### config.mk
export PLATFORM = sky130hd
export DESIGN_NAME = ltb_ctrl
export DESIGN_NICKNAME = d
export VERILOG_FILES = /design/src/rtl/ltb_pkg.sv /design/src/rtl/ltb_ctrl.sv
export SDC_FILE = /design/constraint.sdc
export NUM_CORES = 1
export LEC_CHECK = 0
export BUFFER_PORTS_ARGS = -buffer_cell sky130_fd_sc_hd__buf_2
export CORE_AREA = 4 4 41 43
export CTS_BUF_LIST = sky130_fd_sc_hd__clkbuf_8
export CTS_CLUSTER_DIAMETER = 120
export DETAILED_ROUTE_END_ITERATION = 8
export DIE_AREA = 0 0 45 47
export PLACE_DENSITY_LB_ADDON = 0.3
export SYNTH_ARGS = -nofsm -noshare
export SYNTH_HDL_FRONTEND = slang
export SYNTH_SLANG_ARGS = --single-unit
### constraint.sdc
create_clock -name clock -period 1.29 [get_ports clock]
set_clock_uncertainty 0.1 [all_clocks]
set_input_delay 0.129 -clock clock [delete_from_list [all_inputs] [get_ports clock]]
set_output_delay 0.129 -clock clock [all_outputs]
set_load 0.02 [all_outputs]
### src/rtl/ltb_pkg.sv
// Shared constants, types and control structs for the line table builder.
// Used by every RTL file in this block except ltb_ram; depends on nothing else.
package ltb_pkg;

   localparam int MAX_LINES   = 1024;
   localparam int OFFSET_BITS = 24;
   localparam int LINE_BITS   = $clog2(MAX_LINES);
   localparam int COUNT_BITS  = LINE_BITS + 1;
   localparam int BYTE_BITS   = 8;
   localparam int OP_BITS     = 2;
   // one table entry: CRLF mark of the previous line above this line's start
   localparam int ENTRY_BITS  = OFFSET_BITS + 1;

   localparam logic [BYTE_BITS-1:0]   CHAR_CR    = 8'h0D;
   localparam logic [BYTE_BITS-1:0]   CHAR_LF    = 8'h0A;
   localparam logic [OFFSET_BITS-1:0] OFFSET_MAX = {OFFSET_BITS{1'b1}};

   typedef enum logic [OP_BITS-1:0] {
      OP_PUSH   = 2'd0,
      OP_LOCATE = 2'd1,
      OP_SPAN   = 2'd2,
      OP_CLEAR  = 2'd3
   } op_type;

   typedef enum logic [1:0] {
      ST_IDLE,
      ST_LOCATE,
      ST_SPAN_A,
      ST_SPAN_B
   } state_type;

   typedef enum logic [1:0] {
      RSP_PLAIN,
      RSP_LOCATE,
      RSP_SPAN
   } rsp_sel_type;

   typedef struct packed {
      logic        accept;
      logic        loc_step;
      logic        span_first;
      logic        load_rsp;
      rsp_sel_type rsp_sel;
   } dp_cmd_type;

   typedef struct packed {
      logic search_done;
   } dp_status_type;

endpackage

### src/rtl/ltb_ctrl.sv
// Controller FSM: sequences pushes, binary-search lookups and span reads.
// Depends on ltb_pkg; drives the datapath through dp_cmd_type.
module ltb_ctrl (
   input  logic                   clock,
   input  logic                   reset,
   input  logic                   req_valid,
   input  ltb_pkg::op_type        req_op,
   output logic                   req_ready,
   output logic                   rsp_valid,
   input  logic                   rsp_ready,
   output ltb_pkg::dp_cmd_type    cmd,
   input  ltb_pkg::dp_status_type status
);

   ltb_pkg::state_type state_ff, state_in;
   logic               rsp_valid_ff, rsp_valid_in;
   logic               accept;

   // take a request only when idle and the response slot is free or draining
   assign req_ready = (state_ff == ltb_pkg::ST_IDLE) && (!rsp_valid_ff || rsp_ready);
   assign accept    = req_valid && req_ready;
   assign rsp_valid = rsp_valid_ff;

   // next state
   always_comb begin
      state_in = state_ff;
      case (state_ff)
         ltb_pkg::ST_IDLE: begin
            if (accept) begin
               case (req_op)
                  ltb_pkg::OP_LOCATE: state_in = ltb_pkg::ST_LOCATE;
                  ltb_pkg::OP_SPAN:   state_in = ltb_pkg::ST_SPAN_A;
                  default:            state_in = ltb_pkg::ST_IDLE;
               endcase
            end
         end
         ltb_pkg::ST_LOCATE: begin
            if (status.search_done) begin
               state_in = ltb_pkg::ST_IDLE;
            end
         end
         ltb_pkg::ST_SPAN_A: state_in = ltb_pkg::ST_SPAN_B;
         ltb_pkg::ST_SPAN_B: state_in = ltb_pkg::ST_IDLE;
         default:            state_in = ltb_pkg::ST_IDLE;
      endcase
   end

   // datapath commands
   always_comb begin
      cmd = '{accept: 1'b0, loc_step: 1'b0, span_first: 1'b0, load_rsp: 1'b0,
              rsp_sel: ltb_pkg::RSP_PLAIN};
      case (state_ff)
         ltb_pkg::ST_IDLE: begin
            cmd.accept = accept;
            if (accept && (req_op == ltb_pkg::OP_PUSH || req_op == ltb_pkg::OP_CLEAR)) begin
               cmd.load_rsp = 1'b1;
            end
         end
         ltb_pkg::ST_LOCATE: begin
            cmd.loc_step = 1'b1;
            cmd.rsp_sel  = ltb_pkg::RSP_LOCATE;
            cmd.load_rsp = status.search_done;
         end
         ltb_pkg::ST_SPAN_A: cmd.span_first = 1'b1;
         ltb_pkg::ST_SPAN_B: begin
            cmd.rsp_sel  = ltb_pkg::RSP_SPAN;
            cmd.load_rsp = 1'b1;
         end
         default: cmd.accept = 1'b0;
      endcase
   end

   // response valid: set on load, cleared when the beat is taken
   always_comb begin
      rsp_valid_in = rsp_valid_ff;
      if (cmd.load_rsp) begin
         rsp_valid_in = 1'b1;
      end else if (rsp_ready) begin
         rsp_valid_in = 1'b0;
      end
   end

   always_ff @(posedge clock) begin
      if (reset) begin
         state_ff     <= ltb_pkg::ST_IDLE;
         rsp_valid_ff <= 1'b0;
      end else begin
         state_ff     <= state_in;
         rsp_valid_ff <= rsp_valid_in;
      end
   end

endmodule

# ---- Yosys cells after proc, flatten, opt, wreduce, memory -nomap -nowiden
# Cells that the tools add are included.
dict set report totals {
  input_bits 7
  out_inout_bits 8
  romBits 0
  ff_bits 3
  latch_bits 0
  mem_bits_rw 0
  n_memories 0
  word_cells 32
}
dict set report classes {
  n_mul 0
  bitwise 0
  mux 12
  order_cmp 0
  add_sub_neg 0
  div_mod_pow 0
  reduce_logical 10
  n_eq_ne 8
  shifts 0
}
# operator count
set op_table {}
lappend op_table {{2-bit equality test, second input constant} 4}
lappend op_table {{2-bit case mux with 2 select lines} 2}
lappend op_table {{2-bit case mux with 4 select lines} 1}
lappend op_table {{1-bit 2-to-1 mux} 6}
lappend op_table {{2-bit by 1-bit equality test with 1-bit output, second input constant} 2}
lappend op_table {{2-bit zero test} 2}
lappend op_table {{2-bit 2-to-1 mux} 2}
lappend op_table {{2-bit inequality test, second input constant} 2}
lappend op_table {{1-bit logical AND} 3}
lappend op_table {{1-bit case mux with 3 select lines} 1}
lappend op_table {{1-bit logical OR} 2}
lappend op_table {{2-bit AND reduction} 1}
lappend op_table {{2-bit nonzero test} 1}
lappend op_table {{1-bit zero test} 1}

# ---- Longest topological paths before layout
# Gate-level depths: netlist (run 1).
dict set report depth {
  depth_word 8
  mapped_depth 5
  depth_no_buf 4
}

# ---- Least setup slack after synthesis (run 1)
# OpenSTA, ideal clock, no wires.
dict set report synth_timing {
  kind {reg-to-output}
  from {reg rsp_valid_ff (netlist: rsp_valid)}
  to {out cmd[5] (netlist bit)}
  required_ns 1.061
  t_arrival_ns 1.042
  setup_slack_ns 0.019
  stages_incl_launch_ff 4
  cell_sequence {dfxtp_1 > nand2b_1 > nand2_1 > nor3_1}
}
# item line
set synth_lines {}
lappend synth_lines {{from (decl)} ltb_ctrl.sv:16} ;# logic rsp_valid_ff, rsp_valid_in;
lappend synth_lines {{from (signal assigned)} ltb_ctrl.sv:89} ;# rsp_valid_ff <= rsp_valid_in;
lappend synth_lines {{to (decl)} ltb_ctrl.sv:11} ;# output ltb_pkg::dp_cmd_type cmd,

==> results.yml, run 1 <==
yosys:
  syn_nets: 36
  yosys.area_share.simple_pct: 38.18
  yosys_warnings: 0
  synth_fa_ha_area_share_pct: 12.12
  syn_inst: 27
  synth-compound-area-share_pct: 13.33
  synth-seq-area-share_pct: 29.09
  synth_top_family_by_area: "simple AND/OR/NAND/NOR gates"
  yosysUniqueCellTypes: 16
  ys_ff_latch: 3
  synthMuxAreaShare_pct: 0
  synth_xor_xnor_area_share_pct: 0
  syn_area_um2: 206.4
  avgSynthCellArea_um2: 7.646
layout:
  layout-drive-gt1-share_pct: 61.11
  num-fill-cells: 151
  multi_input_area_um2: 152.6
  stdcell_count: 69
  final_cell_area_um2: 440.4
  final_cell_mix: "13 x buf_2, 10 x buf_4, 3 x inv_1, 3 x clkbuf_8"
  seqCellArea_um2: 66.31
  final_nets: 64
  syn_to_final_growth_pct: 113.3
  final_common_cell: "buf_2"
  antennaDiodeCount: 0
drt:
  wl_um: 621
  drc: 0
  vias: 273
  vias_per_cell: 3.957
  wl_per_cell_um: 9.000
  firstDrtPassIters: 1
  initialDrtViolationCount: 0
  antenna_left: 0
sta:
  rsz0062_at_grt: "no"
  slew_headroom_pct: 88.64
  finalCritPeriodShare_pct: 95.91
  worst_pin_slew_ns: 0.1704
  period_needed_ns: 1.237
  fin_tns_setup_ns: 0
  max_freq_ghz: 0.8082
  holdWs_ns: 0.1067
  maxSlewViolCount: 0
  finalSetupViolCount: 0
  finalHoldViolations: 0
pwr:
  power_uw: 529.4
  ir_worst_vdd_mv: 0.3849
  power.density_nw_per_um2: 1202
  power.leakage_uw: 0.0002398
global_routing:
  grt_pass1_wl_um: 979
  grt_antenna_before_repair: 0
  grt_pass1_vias: 258
  grt_max_degree: 9
  grt-ovfl-total: 0
  grt_usage_pct: 6.788
clock_network:
  htree_levels: 1
  numCtsBuffers: 3
  cts_root_buf: "clkbuf_8"
  clkLatencyLatePin_ns: 0.21
  tritoncts: "built"
  clock_path_buffers: 2
  clk_pin_slew_worst_paths_ns: 0.03
  cts.sinks: 3
min_path:
  holdCritPathClass: "in2reg"
die:
  pin_count: 15
  start_util_pct: 15.87
  die_y_um: 47
  rows: 13
  dieArea_um2: 2115
  core_area_um2: 1301
  die_w_um: 45
critical_path:
  path_class: "reg2out"
  slowest_delay_ns: 0.35
  crit_required_ns: 1.06
  crit_slowest_cell: "dfxtp_4"
  end_kind: "primary output"
  cp-start-kind: "flop"
  crit_chain: "nor2_4 -> nand2_1 -> o21ai_1 -> buf_4"
  crit_arrival_ns: 1.01
  path_max_fanout: 4
job:
  cap_violations: 0
placement:
  placed_cells: 56
  postPlaceCellArea_um2: 295.3
  portBuffers: 14
  place_congestion: 0.7346
status:
  status: "finished, final reports clean"
-- cells in the mapped netlist --
cell	instances	area (µm²)
a31oi_1	2	12.51
nand3_1	2	10.01
nand2b_1	2	12.51
nor2_2	1	6.260
ha_1	2	25.02
buf_4	1	7.510
o21ai_1	1	5.000
inv_1	2	7.510
a21oi_1	1	5.000
nor2b_1	2	12.51
o21ai_0	1	5.000
and2b_1	1	7.510
and2_1	2	12.51
nor3_1	2	10.01
nand2_1	2	7.510
dfxtp_1	3	60.06
-- layer usage --
layer	GRT usage [%]	wire, µm	vias up
li1	-	-	145
met1	7.256	272	119
met2	10.73	302	9
met3	2.682	46	0
met4	5.263	0	0
met5	0	0	-
-- worst max-delay path, delay by kind of cell, from the launching register on --
kind / cells / cell delay (ns)
AOI/OAI and AO/OA: 1 / 0.12
and+or+nand+nor: 2 / 0.18
DFF: 1 / 0.35
buffers and inverters: 1 / 0.15
-- sequential cells by signal (all words and copies together), names as in the netlist --
name       cells
rsp_valid      1
state_ff       2
-- cells by family after synthesis --
| logic type | after synthesis |
|---|---|
| AO/OA/AOI/OAI | 5 |
| adder cells (fa/ha/maj) | 2 |
| buffers and inverters | 3 |
| flip-flops | 3 |
| AND/OR/NAND/NOR | 14 |
-- metrics by stage --
step / worst slack, ns / util, %
4_1_cts: 0.008992 / 31.73
3_5_place_dp: 0.1388 / 22.69
6_report: 0.05272 / 33.85
3_3_place_gp: 0.1410 / 22.69
5_1_grt: 0.002035 / 33.85
2_1_floorplan: 0.01921 / -
-- layout make-up --
| cell class | count | share of cell area [%] |
|---|---|---|
| clock buffer | 3 | 9.375 |
| sequential | 3 | 15.06 |
| timing repair buffer | 24 | 34.09 |
| multi-input combinational | 21 | 34.66 |
| inverter | 2 | 1.705 |
| clock inverter | 1 | 0.8523 |
| tap | 15 | 4.261 |
-- timing repair --
item	4_1_cts	5_1_grt
hold endpoints to repair	2	0
buffers inserted	8	0
resized for setup	3	7
pin swaps	1	0
endpoints found under the setup margin	3	3
hold buffers	1	0
-- worst paths after layout --
kind	from	to	slack [ns]	cells after the start
max reg2reg	rsp_valid	state_ff[0]	0.05	7
min	req_valid	state_ff[0]	0.11	3
max	state_ff[1]	cmd[2]	0.05	4
min reg2reg	state_ff[0]	state_ff[1]	0.42	1
-- power breakdown --
group	switching (µW)	internal [µW]	total [µW]	leakage, µW
Clock	55.9	202	258	0.0000269
Sequential	13.5	102	116	0.0000261
Combinational	76.3	79.4	156	0.000187
No activity file was read; power rests on OpenSTA's default activity.
==> run 2, diff against run 1 <==
==> constraint.sdc (replaced) <==
create_clock -name clock -period 1.5 [get_ports clock]
set_clock_uncertainty 0.1 [all_clocks]
set_input_delay 0.15 -clock clock [delete_from_list [all_inputs] [get_ports clock]]
set_output_delay 0.15 -clock clock [all_outputs]
set_load 0.02 [all_outputs]
==> run 2 against run 1 <==
Net effect: combinational power down 40%; clock power decreased by 13%; final area fell by 24%; worst setup slack improved by 0.051 ns; clock-buffer cell count did not move; largest cell class unchanged; largest power group unchanged.
==> results.yml, run 2 (same netlist as run 1, synthesis figures left out) <==
status:
  status: "finished, final reports clean"
clock_network:
  clk_pin_slew_worst_paths_ns: 0.03
  cts_hold_buf: 0
  clkLatencyLatePin_ns: 0.21
  postCtsSetupBuffers: 0
  htree_levels: 1
  cts.sinks: 3
  tritoncts: "built"
  cts_root_buf: "clkbuf_8"
  cts-resized-gates: 0
  clock_path_buffers: 2
  numCtsBuffers: 3
global_routing:
  grt_antenna_before_repair: 0
  grt_usage_pct: 5.924
  grt_pass1_wl_um: 869
  grt-ovfl-total: 0
  grt_pass1_vias: 242
  grt_max_degree: 9
layout:
  syn_to_final_growth_pct: 61.21
  final_nets: 54
  final_cell_mix: "14 x buf_2, 3 x inv_1, 3 x clkbuf_8, 3 x dfxtp_1"
  antennaDiodeCount: 0
  layout-drive-gt1-share_pct: 40.91
  final_cell_area_um2: 332.8
  final_common_cell: "buf_2"
  stdcell_count: 59
  top_register: "state_ff"
  largest_register_ffs: 2
pwr:
  p_seq_share_pct: 23.2
  ir_worst_vdd_mv: 0.2356
  power.share.switching_pct: 27.91
  power.leakage_uw: 0.0001833
  clkPwrFrac_pct: 54.4
  internal-power_uw: 298.8
  power_switching_uw: 115.7
  combPwrFrac_pct: 22.4
  power.density_nw_per_um2: 1245
sta:
  finalSetupViolCount: 0
  maxSlewViolCount: 0
  period_needed_ns: 1.396
  finalHoldViolations: 0
  worst_pin_slew_ns: 0.2400
  finalCritPeriodShare_pct: 93.05
  fin_tns_setup_ns: 0
  rsz0062_at_grt: "no"
  max_freq_ghz: 0.7164
  slew_headroom_pct: 83.98
critical_path:
  rr_worst_depth: 3
  cp-start-kind: "flop"
  end_kind: "primary output"
  crit_arrival_ns: 1.15
  rr_startpoint: "state_ff[0]"
  path_max_fanout: 8
  path_class: "reg2out"
  r2r_end: "rsp_valid"
  ff2ff_setup_slack_ns: 0.52
  crit_start: "state_ff[0]"
  crit_required_ns: 1.25
placement:
  postPlaceCellArea_um2: 287.8
  placed_cells: 55
  place_congestion: 0.7378
  hpwlAfterDp_um: 419.8
  portBuffers: 14
drt:
  vias_per_cell: 3.780
  initialDrtViolationCount: 6
  antenna_left: 0
  wl_per_cell_um: 8.915
  drc: 0
  vias: 223
  firstDrtPassIters: 3
  wl_um: 526
die:
  dieArea_um2: 2115
  die_w_um: 45
  rows: 13
  start_util_pct: 15.87
  die_y_um: 47
  pin_count: 15
  core_area_um2: 1301
min_path:
  holdCritPathClass: "in2reg"
  holdPathStages: 2
  hp-start: "reset"
  holdPathEnd: "rsp_valid"
job:
  cap_violations: 0
[run 2: worst max-delay path, cell delays in order (launching register included)]
cell and delay, ns:
dfxtp_1 0.36, nor2_2 0.19, nand2_1 0.07, o21ai_0 0.13, buf_2 0.18
[run 2: metrics by stage]
step	total power [µW]	util, %	hold WS, ns	setup slack, ns
3_5_place_dp	191.5	22.12	0.2456	0.3231
4_1_cts	425.4	25.58	0.01439	0.09388
5_1_grt	440.6	25.58	0.01706	0.03150
3_3_place_gp	191.5	22.12	0.2467	0.3142
2_1_floorplan	160.7	-	0.1194	0.2082
6_report	414.5	25.58	0.02116	0.1042
[run 2: how the worst max path moves through the flow]
stage             end  slack, ns
6_report       cmd[2]       0.10
5_1_grt        cmd[2]       0.03
4_1_cts        cmd[2]       0.09
3_5_place_dp   cmd[2]       0.32
3_3_place_gp   cmd[2]       0.31
2_1_floorplan  cmd[5]       0.21
[run 2: power groups by stage]
stage	combinational [µW]	sequential (µW)	clock, µW
after floorplan	62.0	98.7	0
after global placement	94.5	97.1	0
after global routing	103	98.4	240
final	93.0	96.0	225
after detailed placement	94.2	97.3	0
after CTS	94.5	96.2	235
[run 2: cell type report]
cell class | count | area [µm²]
Tap cell | 15 | 18.77
Multi-Input combinational cell | 21 | 131.4
Clock buffer | 3 | 41.29
Clock inverter | 1 | 3.754
Inverter | 2 | 7.507
Timing Repair Buffer | 14 | 70.07
Sequential cell | 3 | 60.06
Fill cell | 160 | 968.4
[run 2: layer usage]
layer	part of all wire, %	wire length [µm]	track usage [%]	up-vias
li1	-	-	-	123
met4	0	0	7.018	0
met2	49	259	8.757	9
met3	8.0	42	1.149	0
met5	0	0	0	-
met1	43	225	6.591	91
==> run 3, diff against run 2 <==
==> constraint.sdc (replaced) <==
create_clock -name clock -period 1.8 [get_ports clock]
set_clock_uncertainty 0.1 [all_clocks]
set_input_delay 0.18 -clock clock [delete_from_list [all_inputs] [get_ports clock]]
set_output_delay 0.18 -clock clock [all_outputs]
set_load 0.02 [all_outputs]
==> run 3 against run 2 <==
Net effect: clock-buffer cell count is the same; register-to-register slack gained 0.32 ns; non-clock buffer count is the same; cell count is the same; sequential power shrank 17%; via count is the same.
==> results.yml, run 3 (same netlist as run 1, synthesis figures left out) <==
drt:
  firstDrtPassIters: 4
  wl_per_cell_um: 8.492
  antenna_left: 0
  initialDrtViolationCount: 4
  vias: 223
  wl_um: 501
  vias_per_cell: 3.780
  drc: 0
clock_network:
  postCtsSetupBuffers: 0
  cts_root_buf: "clkbuf_8"
  clkLatencyLatePin_ns: 0.21
  tritoncts: "built"
  cts_hold_buf: 0
  cts-resized-gates: 0
  htree_levels: 1
  clock_path_buffers: 2
  clk_pin_slew_worst_paths_ns: 0.03
  cts.sinks: 3
  numCtsBuffers: 3
critical_path:
  r2r_end: "rsp_valid"
  ff2ff_setup_slack_ns: 0.84
  crit_required_ns: 1.52
  path_class: "reg2out"
  crit_arrival_ns: 1.12
  rr_startpoint: "state_ff[0]"
  path_max_fanout: 8
  end_kind: "primary output"
  rr_worst_depth: 3
  cp-start-kind: "flop"
layout:
  final_nets: 54
  final_common_cell: "buf_2"
  largest_register_ffs: 2
  antennaDiodeCount: 0
  multi_input_area_um2: 131.4
  seqCellArea_um2: 60.06
  final_cell_mix: "14 x buf_2, 3 x inv_1, 3 x clkbuf_8, 3 x dfxtp_1"
  num-fill-cells: 161
  syn_to_final_growth_pct: 61.21
  layout-drive-gt1-share_pct: 40.91
  top_register: "state_ff"
min_path:
  hp-start: "reset"
  holdCritPathClass: "in2reg"
  holdPathStages: 2
  holdPathEnd: "rsp_valid"
die:
  die_y_um: 47
  dieArea_um2: 2115
  core_area_um2: 1301
  die_w_um: 45
  pin_count: 15
  start_util_pct: 15.87
  rows: 13
pwr:
  power.leakage_uw: 0.0001833
  power_uw: 344.2
  ir_worst_vdd_mv: 0.2130
  power.density_nw_per_um2: 1034
sta:
  finalCritPeriodShare_pct: 77.63
  max_freq_ghz: 0.7156
  maxSlewViolCount: 0
  worst_pin_slew_ns: 0.2440
  rsz0062_at_grt: "no"
  period_needed_ns: 1.397
  finalSetupViolCount: 0
  slew_headroom_pct: 83.71
  fin_tns_setup_ns: 0
  finalHoldViolations: 0
placement:
  portBuffers: 14
  hpwlAfterDp_um: 412.5
  place_congestion: 0.7069
job:
  cap_violations: 0
status:
  status: "finished, final reports clean"
global_routing:
  grt_max_degree: 9
  grt_antenna_before_repair: 0
  grt_pass1_wl_um: 765
  grt_usage_pct: 5.130
  grt_pass1_vias: 204
  grt-ovfl-total: 0
==> run 3: cell counts in the layout (fill, tap and decap cells not counted) <==
Identical to the previous run, type by type.
==> run 3: report_power, final <==
group / switching (µW) / internal [µW] / total (µW) / leakage, µW
Combinational: 46.0 / 31.2 / 77.1 / 0.000132
Clock: 42.4 / 145 / 187 / 0.0000269
Sequential: 6.95 / 72.7 / 79.7 / 0.0000246
Total: 95.3 / 249 / 344 / 0.000183
==> run 3: layout make-up <==
type	count	area share, %
Sequential cell	3	18.05
Clock inverter	1	1.128
Tap cell	15	5.639
Clock buffer	3	12.41
Inverter	2	2.256
Timing Repair Buffer	14	21.05
Multi-Input combinational cell	21	39.47
==> run 3: worst max-delay path by stage <==
stage	to	start	slack [ns]	depth (start not counted)
finish	cmd[2]	state_ff[0]	0.40	4
floorplan	cmd[5]	rsp_valid	0.48	3
global placement	cmd[2]	req_op[0]	0.58	6
CTS	cmd[2]	state_ff[0]	0.37	4
detailed placement	cmd[2]	req_op[0]	0.56	6
global route	cmd[2]	state_ff[0]	0.27	4
==> run 3: per-stage QoR <==
step / area (µm²) / util [%] / std cells / hold slack (ns) / setup slack (ns)
global route: 332.8 / 25.58 / 59 / 0.06504 / 0.2713
global placement: 287.8 / 22.12 / 55 / 0.2755 / 0.5754
floorplan: 206.4 / - / 27 / 0.1494 / 0.4782
detailed placement: 287.8 / 22.12 / 55 / 0.2821 / 0.5571
CTS: 332.8 / 25.58 / 59 / 0.05262 / 0.3746
finish: 332.8 / 25.58 / 59 / 0.05617 / 0.4026
==> run 3: worst max-delay path, stage by stage (launching register included) <==
cell and delay, ns:
dfxtp_1 0.35, nor2_2 0.18, nand2_1 0.06, o21ai_0 0.12, buf_2 0.18
==> run 3: per-layer routing <==
metal | vias to the layer above | track usage (%) | wire (µm)
met1 | 90 | 6.576 | 233
met5 | - | 0 | 0
met3 | 0 | 0 | 36
li1 | 124 | - | -
met4 | 0 | 7.018 | 0
met2 | 9 | 6.780 | 231
